$ cat src/imu_att_pkg.sv
// shared types and constants for the imu event to attitude block
package imu_att_pkg;

  localparam int CORDIC_STEPS = 16;
  localparam int STEP_W = $clog2(CORDIC_STEPS + 1);

  // working width for cordic x/y (Q28 values grow by gain ~1.65 and by 2)
  localparam int CW = 36;
  localparam int ZW = 26;

  // event kinds
  typedef enum logic [1:0] {
    OP_ROT   = 2'd0,
    OP_ACCEL = 2'd1,
    OP_GYRO  = 2'd2,
    OP_OTHER = 2'd3
  } op_t;

  localparam logic [0:0] REG_ROLL_OFS  = 1'b0;
  localparam logic [0:0] REG_PITCH_OFS = 1'b1;

  localparam logic signed [17:0] ACCEL_K = 18'sd106925;
  localparam logic signed [17:0] GYRO_K  = 18'sd117342;

  typedef enum logic [3:0] {
    S_IDLE,
    S_PROD,
    S_SUMS,
    S_ROLL,
    S_SQRT,
    S_PITCH,
    S_YAW,
    S_SCALE,
    S_DONE
  } state_t;

  // cordic unit control
  typedef struct packed {
    logic start;
    logic busy;
    logic done;
  } cordic_ctl_t;

  // atan(2^-i) in Q16 degrees
  function automatic logic signed [ZW-1:0] atan_lut(input logic [4:0] i);
    logic signed [ZW-1:0] r;
    case (i)
      5'd0: r = 26'sd2949120;  5'd1: r = 26'sd1740967;
      5'd2: r = 26'sd919879;   5'd3: r = 26'sd466945;
      5'd4: r = 26'sd234379;   5'd5: r = 26'sd117304;
      5'd6: r = 26'sd58666;    5'd7: r = 26'sd29335;
      5'd8: r = 26'sd14668;    5'd9: r = 26'sd7334;
      5'd10: r = 26'sd3667;    5'd11: r = 26'sd1833;
      5'd12: r = 26'sd917;     5'd13: r = 26'sd458;
      5'd14: r = 26'sd229;     5'd15: r = 26'sd115;
      5'd16: r = 26'sd57;      5'd17: r = 26'sd29;
      5'd18: r = 26'sd14;      5'd19: r = 26'sd7;
      5'd20: r = 26'sd4;       5'd21: r = 26'sd2;
      5'd22: r = 26'sd1;       default: r = 26'sd0;
    endcase
    return r;
  endfunction

endpackage

$ cat src/imu_att_cordic.sv
// iterative vectoring cordic, atan2 in Q16 degrees, one step per cycle
module imu_att_cordic (
  input  logic                             clk,
  input  logic                             rst,
  input  logic                             start,
  input  logic signed [imu_att_pkg::CW-1:0] y_in,
  input  logic signed [imu_att_pkg::CW-1:0] x_in,
  output imu_att_pkg::cordic_ctl_t         status,
  output logic signed [imu_att_pkg::ZW-1:0] angle
);
  import imu_att_pkg::*;

  logic signed [CW-1:0] x, y;
  logic signed [ZW-1:0] z;
  logic [STEP_W-1:0]    step;
  logic                 busy, done;
  logic signed [CW-1:0] dx, dy;
  logic signed [ZW-1:0] t;

  assign dx = x >>> step;
  assign dy = y >>> step;
  assign t  = atan_lut(5'(step));

  // quadrant fold on start, then one micro-rotation per cycle
  always_ff @(posedge clk) begin
    if (rst) begin
      busy <= 1'b0;
      done <= 1'b0;
      step <= '0;
    end else begin
      done <= 1'b0;
      if (start) begin
        busy <= 1'b1;
        step <= '0;
        if (x_in < 0) begin
          z <= (y_in >= 0) ? ZW'(180 * 65536) : -ZW'(180 * 65536);
          x <= -x_in;
          y <= -y_in;
        end else begin
          z <= '0;
          x <= x_in;
          y <= y_in;
        end
      end else if (busy) begin
        if (y > 0) begin
          x <= x + dy; y <= y - dx; z <= z + t;
        end else if (y < 0) begin
          x <= x - dy; y <= y + dx; z <= z - t;
        end
        if (step == STEP_W'(CORDIC_STEPS - 1)) begin
          busy <= 1'b0;
          done <= 1'b1;
        end
        step <= step + 1'b1;
      end
    end
  end

  assign status.start = start;
  assign status.busy  = busy;
  assign status.done  = done;
  assign angle = z;
endmodule

$ cat config.mk
export PLATFORM = sky130hd
export DESIGN_NAME = imu_att_cordic
export DESIGN_NICKNAME = d
export VERILOG_FILES = /design/src/imu_att_pkg.sv /design/src/imu_att_cordic.sv
export SDC_FILE = /design/constraint.sdc
export NUM_CORES = 1
export LEC_CHECK = 0
export ABC_AREA = 1
export BUFFER_PORTS_ARGS = -buffer_cell sky130_fd_sc_hd__buf_2
export CORE_MARGIN = 1
export CORE_UTILIZATION = 60
export DETAILED_ROUTE_END_ITERATION = 7
export HOLD_SLACK_MARGIN = 0.1
export PLACE_DENSITY = 0.79
export SETUP_SLACK_MARGIN = 0.1
export SLEW_MARGIN = 10
export SYNTH_ARGS = -nofsm -noshare
export SYNTH_HDL_FRONTEND = slang
export SYNTH_SLANG_ARGS = --single-unit
$ cat constraint.sdc
create_clock -name clk -period 8.1 [get_ports clk]
set_clock_uncertainty 0.15 [all_clocks]
set_input_delay 1.62 -clock clk [delete_from_list [all_inputs] [get_ports clk]]
set_output_delay 1.62 -clock clk [all_outputs]
set_load 0.005 [all_outputs]
==> results of run 1 <==
[worst paths after layout]
path / depth (start not counted) / slack, ps / to
hold reg to reg: 2 / 480 / done$_SDFF_PP0_
hold / removal: 2 / 480 / done$_SDFF_PP0_
setup reg to reg: 29 / 1450 / y[35]$_DFFE_PP_
setup / recovery: 29 / 1450 / y[35]$_DFFE_PP_
[worst min-delay path, cell delays in order, from the launching register on]
cell	delay, ps
dfxtp_1	400
nand2_1	100
nor2_1	60
[power by group]
part	switching, uW	internal [uW]	total (uW)
clock network	357	495	852
registers	192	925	1120
logic	2760	1360	4130
total	3310	2780	6100
[cell usage after synthesis (all sizes together), types with 4 or more instances]
cell       n  area, sq um
nand2    930         3550
nand3    448         2270
nor2     318         1280
inv      268         1010
o21ai    247         1300
a21oi    227         1150
ha       109         1360
edfxtp    98         2940
buf       69          399
nor3      65          385
xor2      56          490
clkbuf    54          203
xnor2     40          350
dfxtp     29          581
nand4     25          163
o22ai     24          150
a31oi     19          119
nor4      14         87.6
a21o      10         75.1
nand3b     8         60.1
o211ai     8         65.1
o21a       8         60.1
o21bai     8         60.1
o221ai     8         70.1
o31ai      7         52.6
clkinv     5         18.8
or2        5         31.3
a21boi     4         30.0
nor3b      4         35.0
o2111ai    4         35.0
[layout make-up]
| cell class | count | area [sq um] |
|---|---|---|
| clock buffers | 22 | 518 |
| clock inverters | 10 | 106 |
| fillers | 2941 | 10700 |
| inverters | 273 | 1030 |
| multi-input cells | 2616 | 13500 |
| flip-flops and latches | 127 | 3530 |
| well taps | 396 | 495 |
| repair buffers | 120 | 646 |
[flip-flops by register name, indices dropped and copies added, names as in the netlist]
| signal | cells |
|---|---|
| x | 36 |
| y | 36 |
| angle | 26 |
| t | 22 |
| step | 5 |
| busy | 1 |
| done | 1 |
[kinds of logic after synthesis]
logic type / synth area share
adder cells (fa/ha/maj): 0.0766
XOR/XNOR: 0.0452
flip-flops: 0.190
AND/OR/NAND/NOR: 0.426
AO/OA/AOI/OAI: 0.175
buffers and inverters: 0.0876
[per-stage QoR]
stage | hold WS, ps | setup slack [ps] | total power [uW] | area [sq um] | cells
floorplan | 446 | 601 | 4040 | 18600 | 3139
CTS | 474 | 1690 | 5960 | 19800 | 3564
finish | 482 | 1450 | 6100 | 19800 | 3564
global placement | 434 | 1760 | 5020 | 19200 | 3532
global route | 521 | 1010 | 6590 | 19800 | 3564
detailed placement | 436 | 1700 | 5080 | 19200 | 3532
[routing by layer]
| layer | track usage | share of wire | vias to the layer above |
|---|---|---|---|
| li1 | - | - | 10700 |
| met1 | 0.574 | 0.43 | 10100 |
| met2 | 0.609 | 0.42 | 1303 |
| met3 | 0.102 | 0.12 | 160 |
| met4 | 0.123 | 0.029 | 4 |
| met5 | 0 | 0.00032 | - |
[placed cells by master, fill, tap and decap left out, types with 9 or more instances in the layout]
cell type / count
buf_4: 18
edfxtp_1: 98
inv_1: 253
nand2_1: 906
buf_2: 102
nand4_1: 24
nand3_1: 443
nor2_2: 9
nor4_1: 14
nor3_1: 53
a31oi_1: 19
ha_1: 109
dfxtp_1: 25
nor3_2: 12
a21oi_1: 224
clkbuf_16: 20
a21o_1: 10
inv_2: 15
o21ai_1: 25
nand2_2: 24
o22ai_1: 23
nor2_1: 300
o21ai_0: 206
xor2_1: 56
xnor2_1: 40
o21ai_2: 16
==> impl_metrics.yaml, run 1 <==
die:
  start_util: 0.609
  dieArea_sq_um: 31700
  core_region_area_sq_um: 30500
  dieHeight_um: 178
  ios: 104
  die-width_um: 178
  rows: 64
worst_setup_path:
  cp-start-kind: "flip-flop"
  crit_family: "simple AND/OR/NAND/NOR gates"
  worstPathRequired_ps: 8150
  startpoint: "step[0]$_SDFFE_PP0P_"
  worstPathArrival_ps: 6700
  crit_top_cell: "nand3_1"
  critPathMaxFanout: 75
  critPathKind: "flip-flop to flip-flop"
  cpPeakStageDelay_ps: 700
  path_buf_inv: 5
  slowest_stage: "inv_2"
  end_kind: "flip-flop"
  regToRegStartpoint: "step[0]$_SDFFE_PP0P_"
power:
  worst_ir_drop_vdd_mv: 0.209
  p_leak_uw: 0.00945
  powerDensity_nw_per_um2: 308
timing:
  final_hold_viol_count: 0
  finalSetupTns_ps: 0
  fin_crit_ps: 6650
  min_period_over_period: 0.821
  fmax_mhz: 150
  relSlewSlack: 0.205
  setup_viol: 0
  worst_pin_slew_ps: 1190
  rsz0062_at_grt: "false"
  maxSlewViolCount: 0
drt:
  ant_nets: 0
  drt_first_pass_iters: 8
  drc_errors: 0
  dr_total_vias: 22200
  drt-initial-drc-count: 2835
  viasPerCell: 6.24
  wire_per_inst_um: 18.4
  routed_wl_um: 65400
yosys:
  ys_seq_area_frac: 0.190
  synthFlopType: "edfxtp_1"
  ys_types: 60
  ys_ff_latch: 127
  ys_warn_count: 0
  synthCells: 3139
  synth_edf_count: 98
  synth.cell_area_sq_um: 18600
  async_flop_share: 0
  avgSynthCellArea_sq_um: 5.92
  synth.net_count: 3326
worst_hold_path:
  hold_class: "flip-flop to flip-flop"
  min-delay-start: "busy$_SDFF_PP0_"
final_layout:
  diodes: 0
  synthToLayoutAreaGrowth_pct: 6.40
  fin_nets: 3342
  drive_gt1_frac: 0.0814
  fin_util: 0.648
cts:
  ctsResizeCount: 0
  clkLatencyLatePin_ps: 460
  cts_buffers: 17
  post_cts_buffers: 0
  clkTransAtPathRegs_ps: 80
  cts_tree: "done"
  cts-root-buf: "clkbuf_16"
  htree_levels: 4
  cts_buffer_depth: 2
  hold_buffers: 0
  clock_sinks: 127
status:
  status: "finished, final reports clean"
placement:
  place_congestion: 1.05
  dpl.hpwl_um: 50600
  port-buffer-count: 103
global_routing:
  overflow: 0
  antenna_found_initial: 2
  grt_pass1_vias: 19300
  grt_max_degree: 83
  grt_pass1_wl_um: 102000
  grt_usage: 0.408
run:
  drv_cap: 0
(Power assumes the default switching activity.)
==> inputs of run 2 (changes only) <==
Settings changed: CORE_UTILIZATION 60 to 58.
Clock period 8.1 ns to 5.6 ns, I/O delays scaled along.
==> run 2 against run 1 <==
Wire length is 0.20% lower. Via count is 0.82% lower. First-iteration DRC count is 9.2% lower. Clock-buffer cell count is 5 lower. Clock power is 28% higher. Utilization is 1.3 points lower. Highest routed layer unchanged. Maximum frequency is 27% higher. Setup slack worse by 1100 ps. Sequential power is 43% higher. Die area is 3.4% higher. Critical path depth is 2 lower. Largest cell class unchanged.
==> impl_metrics.yaml, run 2 (synthesized netlist as in run 1, its figures left out) <==
status:
  status: "finished, final reports clean"
die:
  rows: 65
  start_util: 0.589
  core_region_area_sq_um: 31600
  dieHeight_um: 181
  dieArea_sq_um: 32800
  ios: 104
  die-width_um: 181
power:
  power_switching_uw: 4830
  seq_power_share: 0.182
  combPwrFrac: 0.694
  swShare: 0.551
  powerDensity_nw_per_um2: 437
  pwr-share-clk: 0.124
  worst_ir_drop_vdd_mv: 0.301
  p_leak_uw: 0.00959
  p_int_uw: 3930
final_layout:
  final_common_cell: "nand2_1"
  synthToLayoutAreaGrowth_pct: 7.84
  final_cells: 3596
  drive_gt1_frac: 0.0912
  fin_nets: 3366
  layout_common_cells: "nand2_1, nand3_1, nor2_1"
  fin_util: 0.635
timing:
  final.setup.worst_slack_ps: 373
  maxSlewViolCount: 0
  min_period_over_period: 0.933
  worst_pin_slew_ps: 1030
  final_hold_viol_count: 0
  fin_crit_ps: 5230
  setup_viol: 0
  rsz0062_at_grt: "false"
  fmax_mhz: 191
  relSlewSlack: 0.316
worst_setup_path:
  cp-start-kind: "flip-flop"
  worstPathRequired_ps: 5650
  worstPathArrival_ps: 5270
  regToRegStartpoint: "step[2]$_SDFFE_PP0P_"
  end_kind: "flip-flop"
  critPathMaxFanout: 38
  r2r_setup_slack_ps: 370
  r2r_end: "y[25]$_DFFE_PP_"
  critPathKind: "flip-flop to flip-flop"
  worstRegToRegCells: 27
global_routing:
  grt_max_degree: 82
  overflow: 0
  grt_pass1_wl_um: 103000
  antenna_found_initial: 3
  grt_usage: 0.396
  grt_pass1_vias: 19900
cts:
  cts_buffers: 17
  clock_sinks: 127
  cts_tree: "done"
  htree_levels: 4
  cts_buffer_depth: 2
  clkTransAtPathRegs_ps: 60
  cts-root-buf: "clkbuf_16"
  hold_buffers: 0
  clkLatencyLatePin_ps: 460
worst_hold_path:
  hold_depth: 2
  min-delay-start: "busy$_SDFF_PP0_"
  hold_class: "flip-flop to flip-flop"
  whs_endpoint: "done$_SDFF_PP0_"
placement:
  dpl.hpwl_um: 51600
  place_congestion: 1.04
  port-buffer-count: 103
  placed_cells: 3562
  dp_slack_ps: 0.384
drt:
  ant_nets: 0
  drc_errors: 0
  drt-initial-drc-count: 2573
  routed_wl_um: 65300
  dr_total_vias: 22100
  wire_per_inst_um: 18.2
  drt_first_pass_iters: 6
  viasPerCell: 6.13
run:
  drv_cap: 0
[run 2: cell type report]
type / instances / area (sq um)
Tap cell: 402 / 503
Inverter: 273 / 1030
Sequential cell: 127 / 3530
Clock inverter: 15 / 125
Multi-Input combinational cell: 2616 / 13500
Fill cell: 3107 / 11500
Clock buffer: 17 / 425
Timing Repair Buffer: 144 / 906
Antenna cell: 2 / 5.00
[run 2: per-layer routing]
layer  routed length (um)  vias up  global-route usage
li1                     -    10700                   -
met1                28700    10100               0.553
met2                28100     1106               0.609
met3                 6260      146              0.0689
met4                 2250        2               0.147
met5                   11        -                   0
[run 2: timing repair]
item,4_1_cts,5_1_grt
pin swaps,0,0
setup endpoints to repair,1,24
resized for setup,1,22
hold endpoints to repair,0,0
buffers inserted,0,0
[run 2: worst max-delay path, cell delays in order, from the launching register on]
cell and delay, ps:
dfxtp_2 320, inv_2 560, nand3_1 190, nand3_1 150
nand2_1 100, nand2_1 130, nand2_1 110, ha_1 230
nand3_2 140, nor2_4 60, nand2_1 70, nand2_1 60
xnor2_1 370, inv_1 130, ha_1 410, nand2_1 110
nor2_1 140, inv_1 70, o21ai_0 370, a21oi_1 130
inv_1 180, nand2_1 70, nand2_1 110, nand2_1 70
nand2_1 140, nor2_1 80, nor3b_1 180, o21ai_0 110
[run 2: power by group through the flow]
stage | clock network, uW | registers [uW] | logic, uW
after detailed placement | 0 | 1600 | 5810
after global placement | 0 | 1600 | 5720
after floorplan | 0 | 1490 | 4350
after CTS | 1100 | 1580 | 5870
after global routing | 1130 | 1610 | 6780
final | 1090 | 1600 | 6080
[run 2: worst max path at each step]
| stage | start | to | slack (ps) | depth (start not counted) |
|---|---|---|---|---|
| 3_3_place_gp | step[0]$_SDFFE_PP0P_ | x[34]$_DFFE_PP_ | -60 | 27 |
| 5_1_grt | step[0]$_SDFFE_PP0P_ | y[35]$_DFFE_PP_ | 110 | 28 |
| 3_5_place_dp | step[0]$_SDFFE_PP0P_ | x[34]$_DFFE_PP_ | 0.4 | 28 |
| 6_report | step[2]$_SDFFE_PP0P_ | y[25]$_DFFE_PP_ | 370 | 27 |
| 2_1_floorplan | start | angle[0]$_SDFFCE_PP0P_ | 720 | 4 |
| 4_1_cts | step[0]$_SDFFE_PP0P_ | x[35]$_DFFE_PP_ | 150 | 30 |
[run 2: per-stage QoR]
step	total power, uW	setup TNS, ps	area (sq um)	hold WS [ps]
floorplan	5840	0	18600	446
global placement	7320	-60.7	19400	432
detailed placement	7420	0	19400	435
CTS	8560	0	19900	455
global route	9520	0	20000	487
finish	8760	0	20000	470
