`src/imu_att_sqrt.sv`:
```
// bit-serial integer square root of a 57-bit value, one result bit per cycle
module imu_att_sqrt (
  input  logic        clk,
  input  logic        rst,
  input  logic        start,
  input  logic [56:0] n_in,
  output logic        done,
  output logic [28:0] root
);
  logic [56:0] n;
  logic [57:0] r;
  logic [57:0] bitv;
  logic        busy;
  logic [57:0] trial;

  assign trial = r + bitv;

  always_ff @(posedge clk) begin
    if (rst) begin
      busy <= 1'b0;
      done <= 1'b0;
    end else begin
      done <= 1'b0;
      if (start) begin
        busy <= 1'b1;
        n    <= n_in;
        r    <= '0;
        bitv <= 58'd1 << 56;
      end else if (busy) begin
        if ({1'b0, n} >= trial) begin
          n <= 57'({1'b0, n} - trial);
          r <= (r >> 1) + bitv;
        end else begin
          r <= r >> 1;
        end
        bitv <= bitv >> 2;
        if (bitv == 58'd1) begin
          busy <= 1'b0;
          done <= 1'b1;
        end
      end
    end
  end

  assign root = r[28:0];
endmodule

```
`config.mk`:
```
export PLATFORM = sky130hd
export DESIGN_NAME = imu_att_sqrt
export DESIGN_NICKNAME = d
export VERILOG_FILES = /design/src/imu_att_sqrt.sv
export SDC_FILE = /design/constraint.sdc
export NUM_CORES = 1
export LEC_CHECK = 0
export BUFFER_PORTS_ARGS = -buffer_cell sky130_fd_sc_hd__buf_2
export CAP_MARGIN = 20
export CORE_AREA = 2 2 114 226
export CTS_BUF_LIST = sky130_fd_sc_hd__clkbuf_8
export CTS_CLUSTER_DIAMETER = 50
export CTS_CLUSTER_SIZE = 16
export DETAILED_ROUTE_END_ITERATION = 12
export DIE_AREA = 0 0 116 228
export GPL_ROUTABILITY_DRIVEN = 0
export HOLD_SLACK_MARGIN = 0.05
export PLACE_DENSITY = 0.82
export RECOVER_POWER = 100
export SLEW_MARGIN = 15
export SYNTH_ARGS = -nofsm -noshare
export SYNTH_HDL_FRONTEND = slang
export SYNTH_SLANG_ARGS = --single-unit
```
`constraint.sdc`:
```
create_clock -name clk -period 9.36 [get_ports clk]
set_input_delay 1.872 -clock clk [delete_from_list [all_inputs] [get_ports clk]]
set_output_delay 1.872 -clock clk [all_outputs]
set_load 0.02 [all_outputs]
```
==> results of run 1 <==
## state kept, by name, summed over array words and instances, names as in the netlist
register and cells:
busy 1, n 57, r 58, bitv 29, done 1
## cell usage after synthesis, types with 4 or more instances
cell type,n
nand2_1,185
edfxtp_1,144
o21ai_0,122
ha_1,117
nor2_1,111
a21oi_1,104
xor2_1,65
xnor2_1,64
a31oi_1,57
nor2b_1,48
inv_1,37
clkbuf_1,36
a21o_1,34
buf_4,32
nand4_1,31
nand3_1,30
a211oi_1,28
o21bai_1,27
a31o_2,19
nor3_1,19
o21a_1,14
or3_1,14
and3_1,13
buf_2,12
o21ai_1,12
and2_1,11
nor4_1,11
o211ai_1,11
o31ai_1,11
or2_2,8
a21boi_0,7
or4_1,7
a311oi_1,6
nand2b_1,6
nor3b_1,6
mux2_2,5
mux2i_1,5
a211o_1,4
and4_1,4
o21ba_2,4
o2bb2ai_1,4
## cells by family (layout without fill, tap and decap cells)
kind of cell | Yosys count | in the layout | share of synthesized area
and+or+nand+nor | 516 | 516 | 0.186
buffers and inverters | 118 | 165 | 0.0437
DFF | 146 | 146 | 0.326
xor gates and xnor gates | 129 | 129 | 0.0843
AOI/OAI and AO/OA | 500 | 500 | 0.242
muxes | 10 | 10 | 0.00794
adders and majority gates | 118 | 118 | 0.111
## power by group through the flow
stage / sequential [µW] / clock (µW) / combinational, µW
2_1_floorplan: 863 / 0 / 845
3_3_place_gp: 886 / 0 / 1020
3_5_place_dp: 886 / 0 / 1040
4_1_cts: 873 / 508 / 1040
5_1_grt: 885 / 528 / 1170
6_report: 878 / 502 / 1050
## area by class of cell
type / count / area share
clock inverter: 15 / 0.0104
clock buffer: 17 / 0.0165
multi-input combinational: 1273 / 0.594
inverter: 37 / 0.00989
tap: 336 / 0.0297
timing repair buffer: 96 / 0.0312
sequential: 146 / 0.308
## final timing paths
path              startpoint  endpoint  slack [ps]  cells after the start
setup / recovery        r[2]     n[45]        1680                     23
hold reg to reg         busy      done         520                      1
setup reg to reg        r[2]     n[45]        1680                     23
hold / removal          busy      done         520                      1
## routing by layer
layer	GRT usage	vias to the layer above	routed length [µm]
met5	0	-	0
met4	0.0990	0	1220
met1	0.352	5528	14800
met2	0.406	461	15500
li1	-	5797	-
met3	0.0351	73	2130
## metrics by stage
| stage | utilization | area [µm²] | setup slack, ps |
|---|---|---|---|
| 2_1_floorplan | - | 13400 | 1510 |
| 3_3_place_gp | 0.559 | 13900 | 2960 |
| 3_5_place_dp | 0.559 | 13900 | 2850 |
| 4_1_cts | 0.575 | 14300 | 2830 |
| 5_1_grt | 0.571 | 14200 | 1210 |
| 6_report | 0.571 | 14200 | 1680 |
==> results.sh, run 1 <==
export IMPL_vias=11900
export IMPL_globalRoute_totalOverflow=0
export IMPL_first_global_vias=11100
export IMPL_critPathKind="reg -> reg"
export IMPL_grtUsageTotal=0.256
export IMPL_placedCellCount=1888
export IMPL_clock_path_buffers=2
export IMPL_power_frac_clock=0.206
export IMPL_cp_top_family="compound AO/OA/AOI/OAI gates"
export IMPL_synth_cells=1537
export IMPL_cpPeakStageDelay_ps=700
export IMPL_rows=82
export IMPL_dp_hpwl_um=25400
export IMPL_slew_viol_final=258
export IMPL_violations="capacitance limit, slew limit"
export IMPL_cts_made_buffers=17
export IMPL_cts_sinks=146
export IMPL_ys_flop_type="edfxtp_1"
export IMPL_multi_input_area_um2=8420
export IMPL_required_ps=9480
export IMPL_first_pass_iters=5
export IMPL_cap_violations=5
export IMPL_setup_violations_final=0
export IMPL_synth_warnings=0
export IMPL_fmax_mhz=130
export IMPL_ant_nets=0
export IMPL_swShare=0.404
export IMPL_finalSetupTns_ps=0
export IMPL_most_common_layout_cells="185 x nand2_1, 144 x edfxtp_1, 126 x o21ai_0"
export IMPL_cts_hold_buf=0
export IMPL_die_h_um=228
export IMPL_hold_viol=0
export IMPL_grt_antenna_before_repair=0
export IMPL_pwr_share_seq=0.361
export IMPL_remaining_drc_errors=0
export IMPL_period_share=0.821
export IMPL_yosys_area_top_type="edfxtp_1"
export IMPL_synthArstFlopShare=0
export IMPL_endpoint_kind="flop"
export IMPL_wl_per_cell_um=17.5
export IMPL_ir_drop_v=0.000117
export IMPL_viasPerCell=6.18
export IMPL_nets=1749
export IMPL_rsz0062_at_grt="false"
export IMPL_worstPathCellList="ha_1 -> a31oi_2 -> a211oi_1 -> a21oi_1 -> o211ai_1 -> a31o_2 -> o21ai_0 -> nand2_1 -> a31oi_1 -> o21bai_1 -> xnor2_1 -> ha_1 -> nand2_1 -> nor4_1 -> nand3_1 -> or4_1 -> nor3_1 -> nor3_1 -> a31oi_4 -> o21ai_0 -> clkbuf_1 -> a21oi_4 -> buf_4"
export IMPL_coreArea_um2=24800
export IMPL_drive_above_1_share=0.0903
export IMPL_clk_transition_reported_paths_ps=90
export IMPL_io_buffer_count=89
export IMPL_p_int_uw=1450
export IMPL_synth_fp_nets=1715
export IMPL_drt_iter0_drc=1027
export IMPL_synth_top_cell_area_share=0.323
export IMPL_post_cts_resized=0
export IMPL_yosys_top_cells_area="edfxtp_1 32%, ha_1 11%, nand2_1 5.2%, o21ai_0 4.6%, xor2_1 4.2%"
export IMPL_skew_ps=11.8
export IMPL_avgSynthCellArea_um2=8.72
export IMPL_instances_no_fill=1920
export IMPL_die_x_um=116
export IMPL_die_area_um2=26400
export IMPL_start_util=0.540
export IMPL_p_comb_frac=0.432
export IMPL_htree_levels=4
export IMPL_tightest_slew_ps=3500
export IMPL_synth_edf_count=144
export IMPL_fill_cells=2278
export IMPL_cts_tree="yes"
export IMPL_synth_area_um2=13400
export IMPL_crit_arrival_ps=7810
export IMPL_cp_buffers_inverters=2
export IMPL_holdCritPathClass="reg -> reg"
export IMPL_power_density_nw_per_um2=172
export IMPL_min_period_ps=7680
export IMPL_cts_root_buf="clkbuf_8"
export IMPL_power_leakage_uw=0.00533
export IMPL_antennaDiodeCount=0
export IMPL_cpMaxStageDelayCell="nor4_1"
export IMPL_ios=90
export IMPL_relSlewSlack=-1.34
export IMPL_finalPower_uw=2430
export IMPL_startpoint_type="flop"
export IMPL_ff_latch_area_um2=4360
export IMPL_grt_max_degree=77
export IMPL_clk_latency_ps=490
export IMPL_cts_setup_buffers=0
export IMPL_whs_ps=523
export IMPL_ys_ff_latch=146
export IMPL_final_common_cell="nand2_1"
export IMPL_grt_pass1_wl_um=54500
export IMPL_synth_seq_area_share=0.326
export IMPL_syn2layout_area_growth_pct=5.79
export IMPL_status="finished with violations"
export IMPL_crit_fanout=57
export IMPL_drt_total_wl_um=33700
export IMPL_power_switching_uw=983
export IMPL_synth_cell_types=77
(Power assumes the default switching activity.)
==> run 2, diff against run 1 <==
clock period = 7.7 ns   (was 9.36 ns; I/O delays follow)
==> run 2 against run 1 <==
The flow still finishes with violations (capacitance limit, slew limit). Routed wire length up 0.30%. Global-route usage about the same. Setup slack worse by 700 ps. Largest power group unchanged.
==> results.sh, run 2 (synthesized netlist as in run 1, its figures left out) <==
export IMPL_post_place_ws_ps=1520
export IMPL_clk_transition_reported_paths_ps=80
export IMPL_drt_iter0_drc=966
export IMPL_crit_arrival_ps=7010
export IMPL_final_area_um2=14200
export IMPL_cts_made_buffers=17
export IMPL_viasPerCell=6.12
export IMPL_globalRoute_totalOverflow=0
export IMPL_grt_max_degree=90
export IMPL_first_global_vias=11000
export IMPL_ir_drop_v=0.000135
export IMPL_rr_worst_depth=23
export IMPL_period_share=0.874
export IMPL_antennaDiodeCount=0
export IMPL_holdCritPathClass="reg -> reg"
export IMPL_rows=82
export IMPL_ant_nets=0
export IMPL_reg_top3="r: 58 flops, n: 57 flops, bitv: 29 flops"
export IMPL_placed_area_um2=13900
export IMPL_whs_path_depth=1
export IMPL_drt_total_wl_um=33800
export IMPL_min_period_ps=6730
export IMPL_cts_tree="yes"
export IMPL_most_common_layout_cells="185 x nand2_1, 144 x edfxtp_1, 127 x o21ai_0"
export IMPL_fmax_mhz=149
export IMPL_cts_setup_buffers=0
export IMPL_wl_per_cell_um=17.6
export IMPL_crit_fanout=35
export IMPL_largest_reg_flops=58
export IMPL_power_density_nw_per_um2=210
export IMPL_cts_hold_buf=0
export IMPL_tightest_slew_ps=3290
export IMPL_cts_sinks=146
export IMPL_finalSetupTns_ps=0
export IMPL_grt_antenna_before_repair=0
export IMPL_cts_root_buf="clkbuf_8"
export IMPL_ios=90
export IMPL_multi_input_area_um2=8420
export IMPL_rsz0062_at_grt="false"
export IMPL_syn2layout_area_growth_pct=6.24
export IMPL_instances_no_fill=1922
export IMPL_die_area_um2=26400
export IMPL_setup_violations_final=0
export IMPL_clk_latency_ps=530
export IMPL_critPathKind="reg -> reg"
export IMPL_nets=1751
export IMPL_top_register="r"
export IMPL_relSlewSlack=-1.19
export IMPL_vias=11800
export IMPL_drive_above_1_share=0.0883
export IMPL_power_leakage_uw=0.00535
export IMPL_status="finished with violations"
export IMPL_die_x_um=116
export IMPL_grt_pass1_wl_um=54200
export IMPL_violations="capacitance limit, slew limit"
export IMPL_dp_hpwl_um=25300
export IMPL_endpoint_kind="flop"
export IMPL_start_util=0.540
export IMPL_coreArea_um2=24800
export IMPL_setup_ws_ps=972
export IMPL_final_common_cell="nand2_1"
export IMPL_hold_viol=0
export IMPL_skew_ps=20.6
export IMPL_first_pass_iters=5
export IMPL_required_ps=7980
export IMPL_ff_latch_area_um2=4360
export IMPL_slew_viol_final=300
export IMPL_grtUsageTotal=0.256
export IMPL_die_h_um=228
export IMPL_htree_levels=4
export IMPL_remaining_drc_errors=0
export IMPL_io_buffer_count=89
export IMPL_post_cts_resized=0
export IMPL_fill_cells=2298
export IMPL_clock_path_buffers=2
export IMPL_placedCellCount=1889
export IMPL_cap_violations=5
export IMPL_startpoint_type="flop"
[run 2: cell types whose count changed in the layout (fill, tap and decap cells not counted), sizes merged]
| cell | change |
|---|---|
| buf | +2 |
| bufinv | +2 |
| clkinv | +2 |
| inv | -4 |
[run 2: cell type report]
class,count,area share
repair buffers,98,0.0338
multi-input cells,1273,0.592
inverters,37,0.00985
clock inverters,15,0.0119
clock buffers,17,0.0164
well taps,336,0.0295
flip-flops and latches,146,0.307
[run 2: final timing paths]
| kind | from | to | slack [ps] |
|---|---|---|---|
| setup / recovery | r[2] | r[18] | 970 |
| hold / removal | busy | done | 510 |
| setup reg to reg | r[2] | r[18] | 970 |
| hold reg to reg | busy | done | 510 |
[run 2: metal layers]
metal  share of wire  GRT usage
met1            0.44      0.354
met2            0.47      0.405
met3           0.059     0.0393
met4           0.031     0.0930
met5               0          0
[run 2: stage by stage]
stage	utilization	hold WS, ps	power, µW
2_1_floorplan	-	463	2080
3_3_place_gp	0.561	489	2320
3_5_place_dp	0.561	490	2350
4_1_cts	0.577	513	2990
5_1_grt	0.573	530	3180
6_report	0.573	508	2990
[run 2: worst max-delay path: stages, from the launching register on]
cell and delay (ps):
edfxtp_1 460, ha_1 370, a31oi_1 310, a211oi_1 230
a21oi_1 360, o211ai_1 210, a31o_1 340, o21ai_0 260
nand2_1 130, a31oi_1 280, o21bai_1 120, xnor2_1 150
ha_1 390, nand2_1 110, nor4_1 390, nand3_1 130
or4_1 510, nor3_1 160, nor3_1 100, a31oi_4 220
o21a_2 610, buf_4 330, nor2_1 60, a211oi_1 270
[run 2: report_power, final]
group          switching, µW  total, µW  internal (µW)
clock                    324        640            317
combinational            773       1290            518
sequential              79.3       1060            985
==> run 3, diff against run 2 <==
ABC_CLOCK_PERIOD_IN_PS = 7700   (was not set)
CORE_AREA = 2 2 122 242   (was 2 2 114 226)
DIE_AREA = 0 0 124 244   (was 0 0 116 228)
PLACE_DENSITY = not set   (was 0.82)
==> run 3 against run 2 <==
The run still ends with capacitance limit, slew limit left. Total power grew 5.3%. Sequential power is essentially flat. Sequential share of layout area shrank 0.14 points. Design area grew 0.47%. Clock power grew 13%. Via count grew 2.3%. First-iteration DRC count shrank 29%. Global-route usage grew 2.5 points. Non-clock buffer count shrank 2. Critical endpoint is now r[53]. Highest routed layer unchanged.
==> results.sh, run 3 (synthesized netlist as in run 1, its figures left out) <==
export IMPL_crit_arrival_ps=7020
export IMPL_io_buffer_count=89
export IMPL_crit_fanout=77
export IMPL_ir_drop_v=0.000133
export IMPL_r2r_end="r[53]"
export IMPL_finalSetupTns_ps=0
export IMPL_first_pass_iters=6
export IMPL_final_util=0.505
export IMPL_cpPeakStageDelay_ps=700
export IMPL_p_int_uw=1880
export IMPL_cts_root_buf="clkbuf_8"
export IMPL_grt_pass1_wl_um=64400
export IMPL_dp_hpwl_um=32300
export IMPL_placed_area_um2=13900
export IMPL_period_share=0.876
export IMPL_tightest_slew_ps=2990
export IMPL_wl_met1_um=14300
export IMPL_grtUsageTotal=0.282
export IMPL_ios=90
export IMPL_worstPathCellList="ha_1 -> a31oi_1 -> o21ai_0 -> a211o_1 -> a31oi_1 -> o21ai_0 -> o2bb2ai_1 -> a21oi_1 -> a21oi_1 -> xnor2_1 -> ha_1 -> nand2_2 -> nor4_4 -> nand3_1 -> or4_1 -> nor3_2 -> nor3_1 -> a31oi_4 -> o21a_2 -> clkbuf_4 -> o21a_1 -> mux2_2"
export IMPL_clk_latency_ps=520
export IMPL_relSlewSlack=-0.994
export IMPL_final_common_cell="nand2_1"
export IMPL_power_leakage_uw=0.00538
export IMPL_min_period_ps=6750
export IMPL_globalRoute_totalOverflow=0
export IMPL_fmax_mhz=148
export IMPL_clk_transition_reported_paths_ps=100
export IMPL_swShare=0.403
export IMPL_endpoint="r[53]"
export IMPL_htree_levels=4
export IMPL_cts_made_buffers=17
export IMPL_violations="capacitance limit, slew limit"
export IMPL_reg2reg_from="r[10]"
export IMPL_skew_ps=16.5
export IMPL_remaining_drc_errors=0
export IMPL_top_register="r"
export IMPL_start_util=0.473
export IMPL_most_common_layout_cells="185 x nand2_1, 144 x edfxtp_1, 128 x o21ai_0"
export IMPL_endpoint_kind="flop"
export IMPL_pwr_share_seq=0.341
export IMPL_largest_reg_flops=58
export IMPL_power_switching_uw=1270
export IMPL_finalPower_uw=3150
export IMPL_drt_total_wl_um=42200
export IMPL_hp_start="busy"
export IMPL_die_h_um=244
export IMPL_die_x_um=124
export IMPL_route_met2_wl_um=22800
export IMPL_coreArea_um2=28300
export IMPL_ff2ff_setup_slack_ps=950
export IMPL_slew_viol_final=209
export IMPL_status="finished with violations"
export IMPL_rsz0062_at_grt="false"
export IMPL_rows=87
export IMPL_startpoint_type="flop"
export IMPL_cts_sinks=146
export IMPL_syn2layout_area_growth_pct=6.73
export IMPL_post_cts_resized=0
export IMPL_clock_path_buffers=2
export IMPL_setup_violations_final=0
export IMPL_die_area_um2=30300
export IMPL_grt_max_degree=94
export IMPL_first_global_vias=11900
export IMPL_required_ps=7970
export IMPL_cts_setup_buffers=0
export IMPL_wl_per_cell_um=21.7
export IMPL_p_comb_frac=0.429
export IMPL_critPathKind="reg -> reg"
export IMPL_final_area_um2=14300
export IMPL_hold_viol=0
export IMPL_power_density_nw_per_um2=221
export IMPL_ant_nets=0
export IMPL_met3_length_um=1450
export IMPL_reg_top3="r: 58 flops, n: 57 flops, bitv: 29 flops"
export IMPL_drive_above_1_share=0.0915
export IMPL_drt_iter0_drc=684
export IMPL_cap_violations=4
export IMPL_holdCritPathClass="reg -> reg"
export IMPL_whs_ps=506
export IMPL_nets=1749
export IMPL_cpMaxStageDelayCell="clkbuf_4"
export IMPL_vias=12000
export IMPL_crit_path_start="r[10]"
export IMPL_grt_antenna_before_repair=0
export IMPL_viasPerCell=6.20
export IMPL_top_layer="met4"
export IMPL_cts_tree="yes"
export IMPL_rr_worst_depth=22
export IMPL_power_frac_clock=0.230
export IMPL_cts_hold_buf=0
-- run 3: final cells by class --
class | instances | area [µm²]
tap | 356 | 445
fill | 2812 | 14000
sequential | 146 | 4360
inverter | 37 | 140
multi-input combinational | 1273 | 8450
clock inverter | 15 | 216
antenna | 1 | 2.50
timing repair buffer | 96 | 447
clock buffer | 17 | 234
-- run 3: how the worst min path moves through the flow --
| stage | to | slack [ps] | cells after the start |
|---|---|---|---|
| 2_1_floorplan | done | 460 | 1 |
| 3_3_place_gp | done | 470 | 1 |
| 3_5_place_dp | done | 470 | 1 |
| 4_1_cts | done | 500 | 1 |
| 5_1_grt | done | 540 | 1 |
| 6_report | done | 510 | 1 |
-- run 3: critical path, delay by kind of cell (launching register included) --
kind	cells	cell delay, ps
XOR/XNOR	1	160
adder cells (fa/ha/maj)	2	840
multiplexers	1	320
AO/OA/AOI/OAI	11	2530
buffers and inverters	1	700
flip-flops	1	530
AND/OR/NAND/NOR	6	1390
-- run 3: metrics by stage --
| step | worst slack, ps | std cells |
|---|---|---|
| finish | 954 | 1941 |
| global route | 503 | 1940 |
| CTS | 1450 | 1940 |
| detailed placement | 1510 | 1908 |
| global placement | 1670 | 1908 |
| floorplan | 1140 | 1537 |
-- run 3: power by group through the flow --
| stage | logic, µW | clock network (µW) | registers (µW) |
|---|---|---|---|
| 2_1_floorplan | 1030 | 0 | 1050 |
| 3_3_place_gp | 1340 | 0 | 1090 |
| 3_5_place_dp | 1350 | 0 | 1090 |
| 4_1_cts | 1360 | 733 | 1070 |
| 5_1_grt | 1490 | 764 | 1080 |
| 6_report | 1350 | 724 | 1070 |
-- run 3: routing by layer --
metal,GRT usage,vias up
met3,0.0413,163
li1,-,5800
met5,0,-
met2,0.525,357
met4,0.217,0
met1,0.264,5713
